## config.mk

```make
export PLATFORM = sky130hd
export DESIGN_NAME = tsv_gradient_stencil
export DESIGN_NICKNAME = d
export VERILOG_FILES = /design/src/sv/tsvg_pkg.sv /design/src/sv/tsv_gradient_stencil.sv
export VERILOG_INCLUDE_DIRS = /design/src /design/src/sv
export SDC_FILE = /design/constraint.sdc
export NUM_CORES = 2
export LEC_CHECK = 0
export ABC_AREA = 1
export BUFFER_PORTS_ARGS = -buffer_cell sky130_fd_sc_hd__buf_2
export CELL_PAD_IN_SITES_DETAIL_PLACEMENT = 0
export CELL_PAD_IN_SITES_GLOBAL_PLACEMENT = 2
export CORE_MARGIN = 5
export CORE_UTILIZATION = 45
export DETAILED_ROUTE_END_ITERATION = 8
export PLACE_DENSITY = 0.95
export SYNTH_ARGS = -nofsm -noshare
export SYNTH_HDL_FRONTEND = slang
export SYNTH_SLANG_ARGS = --single-unit
```

## constraint.sdc

```tcl
create_clock -name clk -period 20.1 [get_ports clk]
set_input_delay 1.005 -clock clk [delete_from_list [all_inputs] [get_ports clk]]
set_output_delay 1.005 -clock clk [all_outputs]
set_load 0.02 [all_outputs]
```

## src/sv/tsv_gradient_stencil_assert.svh

```systemverilog
// Assertion macros shared by the stencil RTL.
`ifndef TSV_GRADIENT_STENCIL_ASSERT_SVH
`define TSV_GRADIENT_STENCIL_ASSERT_SVH

// Consequent checked in the same cycle as the antecedent.
`define TSVG_ASSERT_SAME(label, clk, rst, ante, cons, msg) \
  label: assert property (@(posedge clk) disable iff (rst) (ante) |-> (cons)) \
    else $error(msg);

// Consequent checked in the cycle after the antecedent.
`define TSVG_ASSERT_NEXT(label, clk, rst, ante, cons, msg) \
  label: assert property (@(posedge clk) disable iff (rst) (ante) |=> (cons)) \
    else $error(msg);

`endif

```

## src/sv/tsvg_pkg.sv

```systemverilog
`timescale 1ns / 1ps

package tsvg_pkg;

  localparam int PIX_W       = 16;
  localparam int GRAD_W      = 20;
  localparam int GSUM_W      = GRAD_W - 1;
  localparam int COL_W       = 6;
  localparam int ROW_W       = 16;
  localparam int TOTAL_W     = 55;
  localparam int SQ_W        = 32;
  localparam int IN_TDATA_W  = 16;
  localparam int OUT_TDATA_W = 104;
  localparam int OUT_PAD_W   = OUT_TDATA_W - (GRAD_W + COL_W + ROW_W + TOTAL_W);
  localparam int CFG_IDX_W   = 2;
  localparam int CFG_DATA_W  = 16;

  localparam logic [COL_W-1:0] WIDTH_RESET  = 6'd32;
  localparam logic [ROW_W-1:0] HEIGHT_RESET = 16'd32;

  typedef enum logic [CFG_IDX_W-1:0] {
    REG_IMAGE_WIDTH  = 2'd0,
    REG_IMAGE_HEIGHT = 2'd1
  } cfg_reg_t;

  // One unit of work for the datapath: either a pixel or one step of the
  // last-row flush.
  typedef struct packed {
    logic                     emit;
    logic                     pix;
    logic                     last;
    logic                     wrap;
    logic                     fwd;
    logic                     has_uu;
    logic                     has_left;
    logic                     has_right;
    logic                     has_down;
    logic                     var_left;
    logic                     var_up;
    logic [COL_W-1:0]         col;
    logic [ROW_W-1:0]         row;
    logic signed [PIX_W-1:0]  down;
  } item_t;

  // Exact difference of two pixels, one bit wider than a pixel.
  function automatic logic signed [PIX_W:0] sdiff(input logic signed [PIX_W-1:0] a,
                                                  input logic signed [PIX_W-1:0] b);
    return {a[PIX_W-1], a} - {b[PIX_W-1], b};
  endfunction

endpackage

```

## src/sv/tsv_gradient_stencil.sv

```systemverilog
// A gradient is formed once the pixel below its own pixel is taken; it then passes
// stage 1, stage 2 and the output register, any of which can stall. Throughput: one
// pixel per cycle unless stalled; an image's last pixel is followed by a flush step per column in use
// The row store is a three-row ring memory read on two ports; no clearing pass.
// Reset (synchronous rst) restores width and height to 32 and starts a new image.
`timescale 1ns / 1ps
`include "tsv_gradient_stencil_assert.svh"

module tsv_gradient_stencil
  import tsvg_pkg::*;
#(
  parameter int MAX_WIDTH = 32
) (
  input  logic                   clk,
  input  logic                   rst,
  input  logic                   s_tvalid,
  output logic                   s_tready,
  input  logic [IN_TDATA_W-1:0]  s_tdata,   // [15:0] pixel
  output logic                   m_tvalid,
  input  logic                   m_tready,
  // [19:0] gradient, [25:20] out_column, [41:26] out_row,
  // [96:42] total_variation, [103:97] zero
  output logic [OUT_TDATA_W-1:0] m_tdata,
  output logic                   m_tlast,   // last_of_image
  input  logic                   cfg_valid,
  output logic                   cfg_ready,
  input  logic [CFG_IDX_W-1:0]   cfg_index,
  input  logic [CFG_DATA_W-1:0]  cfg_data
);

  localparam int DEPTH = 3 * MAX_WIDTH;
  localparam int AW    = $clog2(DEPTH);

  // Configuration and image position.
  logic [COL_W-1:0] image_width;
  logic [ROW_W-1:0] image_height;
  logic [COL_W-1:0] weff, wlast;
  logic [ROW_W-1:0] heff, hlast;
  logic             wr_width, wr_height, cfg_hit;

  logic [COL_W-1:0] col_cnt;
  logic [ROW_W-1:0] row_cnt;
  logic [1:0]       rr, r1, r2;

  logic             flushing;
  logic [COL_W-1:0] fcol;
  logic [ROW_W-1:0] frow;
  logic [1:0]       fr0, fr1;

  // Issue stage.
  logic             pix_acc, fl_issue, issue;
  logic             pix_wrap, pix_last, fl_wrap;
  item_t            item;
  logic [AW-1:0]    addr_a, addr_b, waddr;
  logic signed [PIX_W-1:0] pix_in;

  // Row store.
  logic [PIX_W-1:0] mem [DEPTH];
  logic [PIX_W-1:0] rd_a, rd_b;

  // Stage 1.
  logic             s1_v, s1_free, s1_adv;
  item_t            s1;
  logic signed [PIX_W-1:0] center, gleft, lpix;
  logic signed [PIX_W:0]   d_uu, d_l, d_r, d_d, dl, du;
  logic signed [GSUM_W-1:0] gsum;
  logic signed [2*PIX_W+1:0] pl, pu;

  // Stage 2.
  logic                s2_v, s2_free, s2_adv, s2_emit, s2_last;
  logic [GRAD_W-1:0]   s2_grad;
  logic [COL_W-1:0]    s2_col;
  logic [ROW_W-1:0]    s2_row;
  logic [SQ_W-1:0]     s2_sq_l, s2_sq_u;
  logic [TOTAL_W-1:0]  acc, acc_next;

  // Output register.
  logic                out_v, s3_free;
  logic [GRAD_W-1:0]   out_grad;
  logic [COL_W-1:0]    out_col;
  logic [ROW_W-1:0]    out_row;
  logic [TOTAL_W-1:0]  out_total;
  logic                out_last;

  function automatic logic [AW-1:0] ring_addr(input logic [1:0] ring,
                                              input logic [COL_W-1:0] col);
    return AW'(AW'(ring) * AW'(MAX_WIDTH)) + AW'(col);
  endfunction

  // ---------------------------------------------------------------- config
  assign cfg_ready = 1'b1;

  always_comb begin
    wr_width  = 1'b0;
    wr_height = 1'b0;
    unique case (cfg_reg_t'(cfg_index))
      REG_IMAGE_WIDTH:  wr_width  = cfg_valid;
      REG_IMAGE_HEIGHT: wr_height = cfg_valid;
      default: ;
    endcase
  end

  assign cfg_hit = wr_width || wr_height;

  always_ff @(posedge clk) begin
    if (rst) begin
      image_width  <= WIDTH_RESET;
      image_height <= HEIGHT_RESET;
    end else begin
      if (wr_width)  image_width  <= cfg_data[COL_W-1:0];
      if (wr_height) image_height <= cfg_data[ROW_W-1:0];
    end
  end

  always_comb begin
    if (image_width == '0) begin
      weff = COL_W'(1);
    end else if (image_width > COL_W'(MAX_WIDTH)) begin
      weff = COL_W'(MAX_WIDTH);
    end else begin
      weff = image_width;
    end
    heff  = (image_height == '0) ? ROW_W'(1) : image_height;
    wlast = weff - COL_W'(1);
    hlast = heff - ROW_W'(1);
  end

  // ----------------------------------------------------------------- issue
  assign s_tready = s1_free && !flushing;
  assign pix_acc  = s_tvalid && s_tready;
  assign fl_issue = flushing && s1_free;
  assign issue    = pix_acc || fl_issue;
  assign pix_in   = signed'(s_tdata[PIX_W-1:0]);

  always_comb begin
    r1       = (rr == 2'd0) ? 2'd2 : rr - 2'd1;
    r2       = (r1 == 2'd0) ? 2'd2 : r1 - 2'd1;
    pix_wrap = (col_cnt == wlast);
    pix_last = pix_wrap && (row_cnt == hlast);
    fl_wrap  = (fcol == wlast);
    waddr    = ring_addr(rr, col_cnt);
    item     = '0;
    if (flushing) begin
      // Last row: the right neighbor comes from port A, the row above from port B.
      item.emit      = 1'b1;
      item.last      = fl_wrap;
      item.has_uu    = (frow != '0);
      item.has_left  = (fcol != '0);
      item.has_right = !fl_wrap;
      item.col       = fcol;
      item.row       = frow;
      addr_a = fl_wrap ? ring_addr(fr0, '0) : ring_addr(fr0, fcol + COL_W'(1));
      addr_b = ring_addr(fr1, fcol);
    end else begin
      // The pixel completes the gradient of the pixel above it. At the end of a
      // row, port A fetches column zero of this row as the next center.
      item.emit      = (row_cnt != '0);
      item.pix       = 1'b1;
      item.wrap      = pix_wrap;
      item.fwd       = pix_wrap && (col_cnt == '0);
      item.has_uu    = (row_cnt > ROW_W'(1));
      item.has_left  = (col_cnt != '0);
      item.has_right = !pix_wrap;
      item.has_down  = 1'b1;
      item.var_left  = (col_cnt != '0);
      item.var_up    = (row_cnt != '0);
      item.col       = col_cnt;
      item.row       = row_cnt - ROW_W'(1);
      item.down      = pix_in;
      addr_a = pix_wrap ? ring_addr(rr, '0) : ring_addr(r1, col_cnt + COL_W'(1));
      addr_b = ring_addr(r2, col_cnt);
    end
  end

  always_ff @(posedge clk) begin
    if (rst) begin
      col_cnt  <= '0;
      row_cnt  <= '0;
      rr       <= 2'd0;
      flushing <= 1'b0;
      fcol     <= '0;
      frow     <= '0;
      fr0      <= 2'd0;
      fr1      <= 2'd0;
    end else if (cfg_hit) begin
      col_cnt  <= '0;
      row_cnt  <= '0;
      rr       <= 2'd0;
      flushing <= 1'b0;
    end else if (pix_acc) begin
      if (pix_last) begin
        col_cnt  <= '0;
        row_cnt  <= '0;
        rr       <= 2'd0;
        flushing <= 1'b1;
        fcol     <= '0;
        frow     <= row_cnt;
        fr0      <= rr;
        fr1      <= r1;
      end else if (pix_wrap) begin
        col_cnt <= '0;
        row_cnt <= row_cnt + ROW_W'(1);
        rr      <= (rr == 2'd2) ? 2'd0 : rr + 2'd1;
      end else begin
        col_cnt <= col_cnt + COL_W'(1);
      end
    end else if (fl_issue) begin
      if (fl_wrap) begin
        flushing <= 1'b0;
      end else begin
        fcol <= fcol + COL_W'(1);
      end
    end
  end

  // ------------------------------------------------------------- row store
  always_ff @(posedge clk) begin
    if (pix_acc) mem[waddr] <= s_tdata[PIX_W-1:0];
    if (issue) begin
      rd_a <= mem[addr_a];
      rd_b <= mem[addr_b];
    end
  end

  // --------------------------------------------------------------- stage 1
  assign s3_free = !out_v || m_tready;
  assign s2_adv  = s2_v && (!s2_emit || s3_free);
  assign s2_free = !s2_v || s2_adv;
  assign s1_adv  = s1_v && s2_free;
  assign s1_free = !s1_v || s2_free;

  always_ff @(posedge clk) begin
    if (rst) begin
      s1_v <= 1'b0;
    end else if (s1_free) begin
      s1_v <= issue;
    end
  end

  always_ff @(posedge clk) begin
    if (issue) s1 <= item;
  end

  always_comb begin
    d_uu = s1.has_uu    ? sdiff(center, signed'(rd_b)) : '0;
    d_l  = s1.has_left  ? sdiff(center, gleft)         : '0;
    d_r  = s1.has_right ? sdiff(center, signed'(rd_a)) : '0;
    d_d  = s1.has_down  ? sdiff(center, s1.down)       : '0;
    gsum = GSUM_W'(d_uu) + GSUM_W'(d_l) + GSUM_W'(d_r) + GSUM_W'(d_d);
    dl   = s1.var_left ? sdiff(lpix, s1.down)   : '0;
    du   = s1.var_up   ? sdiff(center, s1.down) : '0;
    pl   = (2*PIX_W+2)'(dl) * (2*PIX_W+2)'(dl);
    pu   = (2*PIX_W+2)'(du) * (2*PIX_W+2)'(du);
  end

  // The center and left window slides along the row being graded.
  always_ff @(posedge clk) begin
    if (s1_adv) begin
      if (s1.wrap) begin
        center <= s1.fwd ? s1.down : signed'(rd_a);
      end else begin
        gleft  <= center;
        center <= signed'(rd_a);
      end
      if (s1.pix) lpix <= s1.down;
    end
  end

  // --------------------------------------------------------------- stage 2
  always_ff @(posedge clk) begin
    if (rst) begin
      s2_v <= 1'b0;
    end else if (s2_free) begin
      s2_v <= s1_adv;
    end
  end

  always_ff @(posedge clk) begin
    if (s1_adv) begin
      s2_emit <= s1.emit;
      s2_last <= s1.last;
      s2_grad <= {gsum, 1'b0};
      s2_col  <= s1.col;
      s2_row  <= s1.row;
      s2_sq_l <= pl[SQ_W-1:0];
      s2_sq_u <= pu[SQ_W-1:0];
    end
  end

  assign acc_next = acc + TOTAL_W'(s2_sq_l) + TOTAL_W'(s2_sq_u);

  always_ff @(posedge clk) begin
    if (rst || cfg_hit) begin
      acc <= '0;
    end else if (s2_adv) begin
      acc <= s2_last ? '0 : acc_next;
    end
  end

  // ------------------------------------------------------------ output reg
  always_ff @(posedge clk) begin
    if (rst) begin
      out_v <= 1'b0;
    end else if (s3_free) begin
      out_v <= s2_adv && s2_emit;
    end
  end

  always_ff @(posedge clk) begin
    if (s2_adv && s2_emit) begin
      out_grad  <= s2_grad;
      out_col   <= s2_col;
      out_row   <= s2_row;
      out_total <= s2_last ? acc_next : '0;
      out_last  <= s2_last;
    end
  end

  assign m_tvalid = out_v;
  assign m_tdata  = {{OUT_PAD_W{1'b0}}, out_total, out_row, out_col, out_grad};
  assign m_tlast  = out_last;

  // ------------------------------------------------------------ assertions
  `TSVG_ASSERT_SAME(a_col_in_range, clk, rst, 1'b1, col_cnt < weff, "column count beyond width")
  `TSVG_ASSERT_SAME(a_ring_in_range, clk, rst, 1'b1, rr != 2'd3, "row ring index out of range")
  `TSVG_ASSERT_SAME(a_flush_col, clk, rst, flushing, fcol < weff, "flush column beyond width")
  `TSVG_ASSERT_SAME(a_flush_blocks, clk, rst, flushing, !s_tready, "pixel taken during flush")
  `TSVG_ASSERT_NEXT(a_accept_loads, clk, rst, s_tvalid && s_tready, s1_v && s1.pix, "pixel lost")

endmodule

```

== After elaboration in Yosys (flattened, before gate mapping) ==
Memory sizes are Yosys's and may differ from the RTL's. A register that Yosys moved wholly into a read port is not among the register bits.
Index checks and enable logic that the tools add are counted.

* Flip-flop bits (word level): 432
* Word-level logic and storage cells: 164
* Output and inout bits: 108
* RAM bits: 1,536
* Memories kept: 1
* Input bits: 39

{| class="wikitable"
|+ Memory list
! name !! words !! bits a word !! read ports !! clocked after Yosys merged registers in !! write ports !! line !! text
|-
| mem || 96 || 16 || 2 || 2 || 1 || tsv_gradient_stencil.sv:58 || <nowiki>logic [PIX_W-1:0] mem [DEPTH];</nowiki>
|}

* Reductions and logical operators: 42
* Add/sub/neg operators: 24
* Equality and inequality tests: 7
* Muxes and demuxes: 41
* Multiply operators: 2
* Bitwise logic cells: 2
* $lt $le $gt $ge: 2

{| class="wikitable"
|+ Operators by type and width
! operator !! count
|-
| adder 55 x 32 -> 55 bit || 2
|-
| 2-to-1 mux 17 bit || 6
|-
| subtractor 16 x 16 -> 17 bit || 5
|-
| 2-to-1 mux 16 bit || 5
|-
| multiplier 17 x 17 -> 32 bit || 2
|-
| 2-to-1 mux 55 bit || 1
|-
| 2-to-1 mux 6 bit || 8
|-
| adder 7 x 6 -> 7 bit || 5
|-
| nonzero test 16 bit || 2
|-
| subtractor 16 x 1 -> 16 bit (second input constant) || 2
|-
| 2-to-1 mux 7 bit || 4
|-
| 2-to-1 mux 22 bit || 1
|-
| adder 18 x 17 -> 19 bit || 1
|-
| adder 19 x 17 -> 19 bit || 1
|-
| adder 17 x 17 -> 18 bit || 1
|-
| adder 16 x 1 -> 16 bit (second input constant) || 1
|-
| equality test 16 bit || 1
|-
| greater-than comparator 16 x 1 -> 1 bit (second input constant) || 1
|-
| logical NOT 16 bit || 1
|-
| adder 6 x 1 -> 6 bit (second input constant) || 2
|-
| equality test 6 bit || 2
|-
| logical NOT 6 bit || 2
|-
| nonzero test 6 bit || 2
|-
| 2-to-1 mux 2 bit || 5
|-
| 20 further kinds || 57
|}

== Logic depth before layout (Yosys ltp) ==
* Depth in word-level cells: 10
* Mapped depth: 47
* Depth with buffers taken out: 47

== Worst setup path before layout ==
No wires, ideal clock.

* Path kind: register to register
* Start point: reg s1[0] in the netlist's numbering
* End point: reg s2_sq_l[30], data pin
* Required time: 19.842 ns
* Arrival: 7.900 ns
* Library setup time: 0.258 ns
* Cell stages (with the launch flop): 44
* Slack: 11.942 ns
* Path through: edfxtp_1 ha_1 fa_1 inv_1 nand2_1 nand2_1 o21ai_0 o21ai_0 nand2_1 nand2_1 a21oi_1 nor2_1 nor2_1 nor2_1 nor2_1 inv_1 nor2_1 nor3_1 [... 8 more ...] inv_1 fa_1 fa_1 ha_1 a21oi_1 o21ai_0 a21oi_1 o21ai_0 nand3_1 nand2_1 a21oi_1 inv_1 a21oi_1 o21ai_0 nand2_1 nand2_1 a21oi_1 xnor2_1

* Word-level cells in the longest chain between the ends: 3

{| class="wikitable"
|+ RTL lines
! element !! line !! text
|-
| start: declaration || tsv_gradient_stencil.sv:63 || <nowiki>item_t s1;</nowiki>
|-
| start signal: assignment || tsv_gradient_stencil.sv:241 || <nowiki>if (issue) s1 <= item;</nowiki>
|-
| subtractor 16 x 16 -> 17 bit || tsvg_pkg.sv:48 || <nowiki>return {a[PIX_W-1], a} - {b[PIX_W-1], b};</nowiki>
|-
| 2-to-1 mux 17 bit || tsv_gradient_stencil.sv:250 || <nowiki>dl = s1.var_left ? sdiff(lpix, s1.down) : '0;</nowiki>
|-
| multiplier 17 x 17 -> 32 bit || tsv_gradient_stencil.sv:252 || <nowiki>pl = (2*PIX_W+2)'(dl) * (2*PIX_W+2)'(dl);</nowiki>
|-
| named net pl[30] || tsv_gradient_stencil.sv:67 || <nowiki>logic signed [2*PIX_W+1:0] pl, pu;</nowiki>
|-
| end signal: assignment || tsv_gradient_stencil.sv:285 || <nowiki>s2_sq_l <= pl[SQ_W-1:0];</nowiki>
|-
| end: declaration || tsv_gradient_stencil.sv:74 || <nowiki>logic [SQ_W-1:0] s2_sq_l, s2_sq_u;</nowiki>
|}

The timed path passes the listed nets, and every way through them passes these cells.
A chain may end at the register's enable or synchronous reset.

== Worst setup path after layout ==
* Start point: reg center[1]
* End point: reg s2_sq_u[30], data pin

* Word-level cells in the longest chain between the ends: 3

{| class="wikitable"
|+ RTL lines
! element !! line !! text
|-
| start: declaration || tsv_gradient_stencil.sv:64 || <nowiki>logic signed [PIX_W-1:0] center, gleft, lpix;</nowiki>
|-
| start signal: assignment || tsv_gradient_stencil.sv:260 || <nowiki>center <= s1.fwd ? s1.down : signed'(rd_a);</nowiki>
|-
| start signal: assignment || tsv_gradient_stencil.sv:263 || <nowiki>center <= signed'(rd_a);</nowiki>
|-
| subtractor 16 x 16 -> 17 bit || tsvg_pkg.sv:48 ||
|-
| 2-to-1 mux 17 bit || tsv_gradient_stencil.sv:251 || <nowiki>du = s1.var_up ? sdiff(center, s1.down) : '0;</nowiki>
|-
| multiplier 17 x 17 -> 32 bit || tsv_gradient_stencil.sv:253 || <nowiki>pu = (2*PIX_W+2)'(du) * (2*PIX_W+2)'(du);</nowiki>
|-
| named net pu[30] || tsv_gradient_stencil.sv:67 ||
|-
| end signal: assignment || tsv_gradient_stencil.sv:286 || <nowiki>s2_sq_u <= pu[SQ_W-1:0];</nowiki>
|-
| end: declaration || tsv_gradient_stencil.sv:74 ||
|}

The timed path passes the listed nets, and every way through them passes these cells.

==> impl_metrics.env <==
export IMPL_status="complete, no violations"
export IMPL_async_flop_share_pct=0
export IMPL_syn_avg_cell_area_sq_um=9.20
export IMPL_gr_total_overflow=0
export IMPL_worst_setup_path_type="flop to flop"
export IMPL_p_comb_share_pct=41.4
export IMPL_yosys_area_top_type_share_pct=45.2
export IMPL_postSynthRegisterBits=1997
export IMPL_io_buffers=137
export IMPL_grt_max_degree=229
export IMPL_vias=100000
export IMPL_path_clk_slew_ps=60
export IMPL_met2_usage_pct=46.0
export IMPL_yosys_warnings=0
export IMPL_crit_top_cell="inv_1"
export IMPL_place_area_sq_um=128000
export IMPL_gp_congestion=0.917
export IMPL_remaining_drc_errors=0
export IMPL_final_cell_mix="inv_1, nand2_1, nand3_1"
export IMPL_switchingPower_mw=6.17
export IMPL_start_util_pct=45.2
export IMPL_rsz0062_at_grt="false"
export IMPL_tightest_slew_ps=1350
export IMPL_netlist_area_sq_um=124000
export IMPL_max_freq_mhz=107
export IMPL_synth_distinct_cells=63
export IMPL_p_int_mw=9.63
export IMPL_met1_usage_pct=37.6
export IMPL_avgViaCountPerCell=5.85
export IMPL_die_w_microns=535
export IMPL_synth_ff_type="edfxtp_1"
export IMPL_dr_first_iter_drc_count=11600
export IMPL_drv_slew=0
export IMPL_core_sq_um=274000
export IMPL_place_ws_ps=10860
export IMPL_die_h_microns=535
export IMPL_drt_pass1_iter_count=8
export IMPL_hold_viol=0
export IMPL_hp_class="input port to flop"
export IMPL_irDropWorstVdd_mv=0.155
export IMPL_numCtsBuffers=223
export IMPL_area_growth_pct=9.09
export IMPL_startpoint_type="flop"
export IMPL_cts_tree="done"
export IMPL_clock_skew_ps=117
export IMPL_setup_slack_ps=10750
export IMPL_fin_area_sq_um=135000
export IMPL_cap_violations=0
export IMPL_slowest_delay_ps=680
export IMPL_sequentialPowerShare_pct=32.1
export IMPL_clk_latency_ps=970
export IMPL_ctsRootBufferMaster="clkbuf_16"
export IMPL_required_ps=20710
export IMPL_ios=147
export IMPL_wl_microns=424000
export IMPL_ant_nets=0
export IMPL_synth_edf_count=1866
export IMPL_dieArea_sq_um=286000
export IMPL_setup_viol=0
export IMPL_worstPathMaxFanout=10
export IMPL_finish_net_count=14200
export IMPL_clock_power_share_pct=26.4
export IMPL_cts_resized_gates=0
export IMPL_syn_inst=13500
export IMPL_fin_tns_setup_ps=0
export IMPL_critPathTopFamily="adder cells"
export IMPL_grtUsageTotal_pct=28.8
export IMPL_fin_util_pct=49.4
export IMPL_post_place_cells=16700
export IMPL_critPathSlowestCell="nor2_1"
export IMPL_post_cts_buffers=0
export IMPL_p_total_mw=15.8
export IMPL_pwr_density_cell_nw_per_um2=117
export IMPL_cts_htree_levels=4
export IMPL_wl_per_cell_microns=24.7
export IMPL_fin_cells=17200
export IMPL_cp_end_kind="flop"
export IMPL_antenna_found_initial=10
export IMPL_critPathBufInv=8
export IMPL_cts_path_max_buffers=4
export IMPL_drive_above_1_share_pct=6.65
export IMPL_grtUsageMet3_pct=4.55
export IMPL_synth_area_leaders="edfxtp_1, fa_1, nand3_1"
export IMPL_ctsHoldBuffers=0
export IMPL_grt_pass1_wl_microns=627000
export IMPL_rows=192
export IMPL_grt_pass1_vias=98500
export IMPL_worstPathArrival_ps=9960
export IMPL_whs_ps=349
export IMPL_leakagePower_nw=54.4
export IMPL_ys_seq_area_share_pct=47.3
export IMPL_layout_commonest_cell="inv_1"
export IMPL_top_usage_layer="met2"
export IMPL_yosysTopAreaCell="edfxtp_1"
export IMPL_fin_crit_sh_pct=46.5
export IMPL_swShare_pct=39.1
export IMPL_clock_sinks=1997
export IMPL_max_slew_margin_pct=9.79
export IMPL_min_period_ps=9350
export IMPL_hpwl_microns=272000
-- cell usage after synthesis (3+ instances only) --
master     number
nand3_1      1888
a31o_2          4
o21ai_1        51
a31oi_1        32
nor2_1        853
fa_1          587
nand2_1      1901
nand3_2         3
nand3b_1      167
clkbuf_1      412
clkinv_1       15
and3_1          7
a211oi_1       13
o21bai_1       14
o22ai_1        76
or2_2          74
buf_4          49
buf_6          40
nand4_1        31
o21ai_0       999
o31ai_1         4
o211ai_1      482
a21o_1          6
nor2_2          4
o2111ai_1       7
dfxtp_1       131
edfxtp_1     1866
inv_2          13
o21a_1          7
xor2_1        133
buf_1          84
a21oi_1       711
inv_1        2079
nor3b_1         4
ha_1          305
nand2_2         5
nor4_1          9
nor3_1         66
a21boi_0       13
buf_2         219
xnor2_1        61
o221ai_1       35
-- kinds of logic (layout without fill, tap and decap cells) --
kind of cell	Yosys count	count (layout)	synth area share [%]
AOI/OAI and AO/OA	2464	2464	11.3
xor gates and xnor gates	194	194	1.37
DFF	1997	1997	47.3
other	2	17	0.00606
muxes	1	1	0.00908
and+or+nand+nor	5021	5021	18.0
adders and majority gates	892	892	12.6
buffers and inverters	2913	2884	9.44
-- metal layers --
| layer | vias up | wire length, microns |
|---|---|---|
| met4 | 4 | 27700 |
| met1 | 48900 | 166000 |
| met2 | 5079 | 193000 |
| met3 | 1172 | 37700 |
| met5 | - | 48 |
| li1 | 45200 | - |
-- worst register-to-register path: cells and delay by family, from the launching register on --
kind	cells	cell delay, ps
flops	1	600
fa+ha+maj	8	3760
simple gates	7	1610
buf+inv	8	860
xor+xnor	2	370
compound gates	8	1900
-- final cells by class --
cell class	count	area (sq um)
fillers	25100	139000
inverters	2107	7950
clock buffers	280	5990
flip-flops and latches	1997	58700
well taps	3686	4610
multi-input cells	8583	54000
diodes	6	15.0
repair buffers	367	2650
clock inverters	130	1380
-- power groups by stage --
stage / logic, mW / clock network (mW) / registers (mW)
finish: 6.55 / 4.18 / 5.08
global route: 7.32 / 4.39 / 5.08
CTS: 6.52 / 4.23 / 5.09
detailed placement: 6.48 / 0 / 5.17
global placement: 6.43 / 0 / 5.17
floorplan: 4.50 / 0 / 5.07
-- state kept, by name (all words and copies together), names as in the netlist, 6 cells and up --
register and count:
s2_sq_u 31, fcol 6, s2_grad 19, row_cnt 16, frow 16, out_row 16
s2_row 16, rd_a 16, out_total 55, out_col 6, s2_col 6, s2_sq_l 31
acc 55, out_grad 19, rd_b 16, center 16, lpix 16, image_height 16
image_width 6, s1 48, col_cnt 6, mem 1536, gleft 16
-- worst paths after layout --
| kind | slack [ps] | endpoint | cells past startpoint | from |
|---|---|---|---|---|
| setup / recovery | 10750 | s2_sq_u[30] | 33 | center[1] |
| hold / removal | 350 | image_width[3] | 3 | cfg_data[3] |
| setup reg to reg | 10750 | s2_sq_u[30] | 33 | center[1] |
| hold reg to reg | 420 | out_row[6] | 0 | s2_row[6] |
No activity file was read; power rests on OpenSTA's default activity.
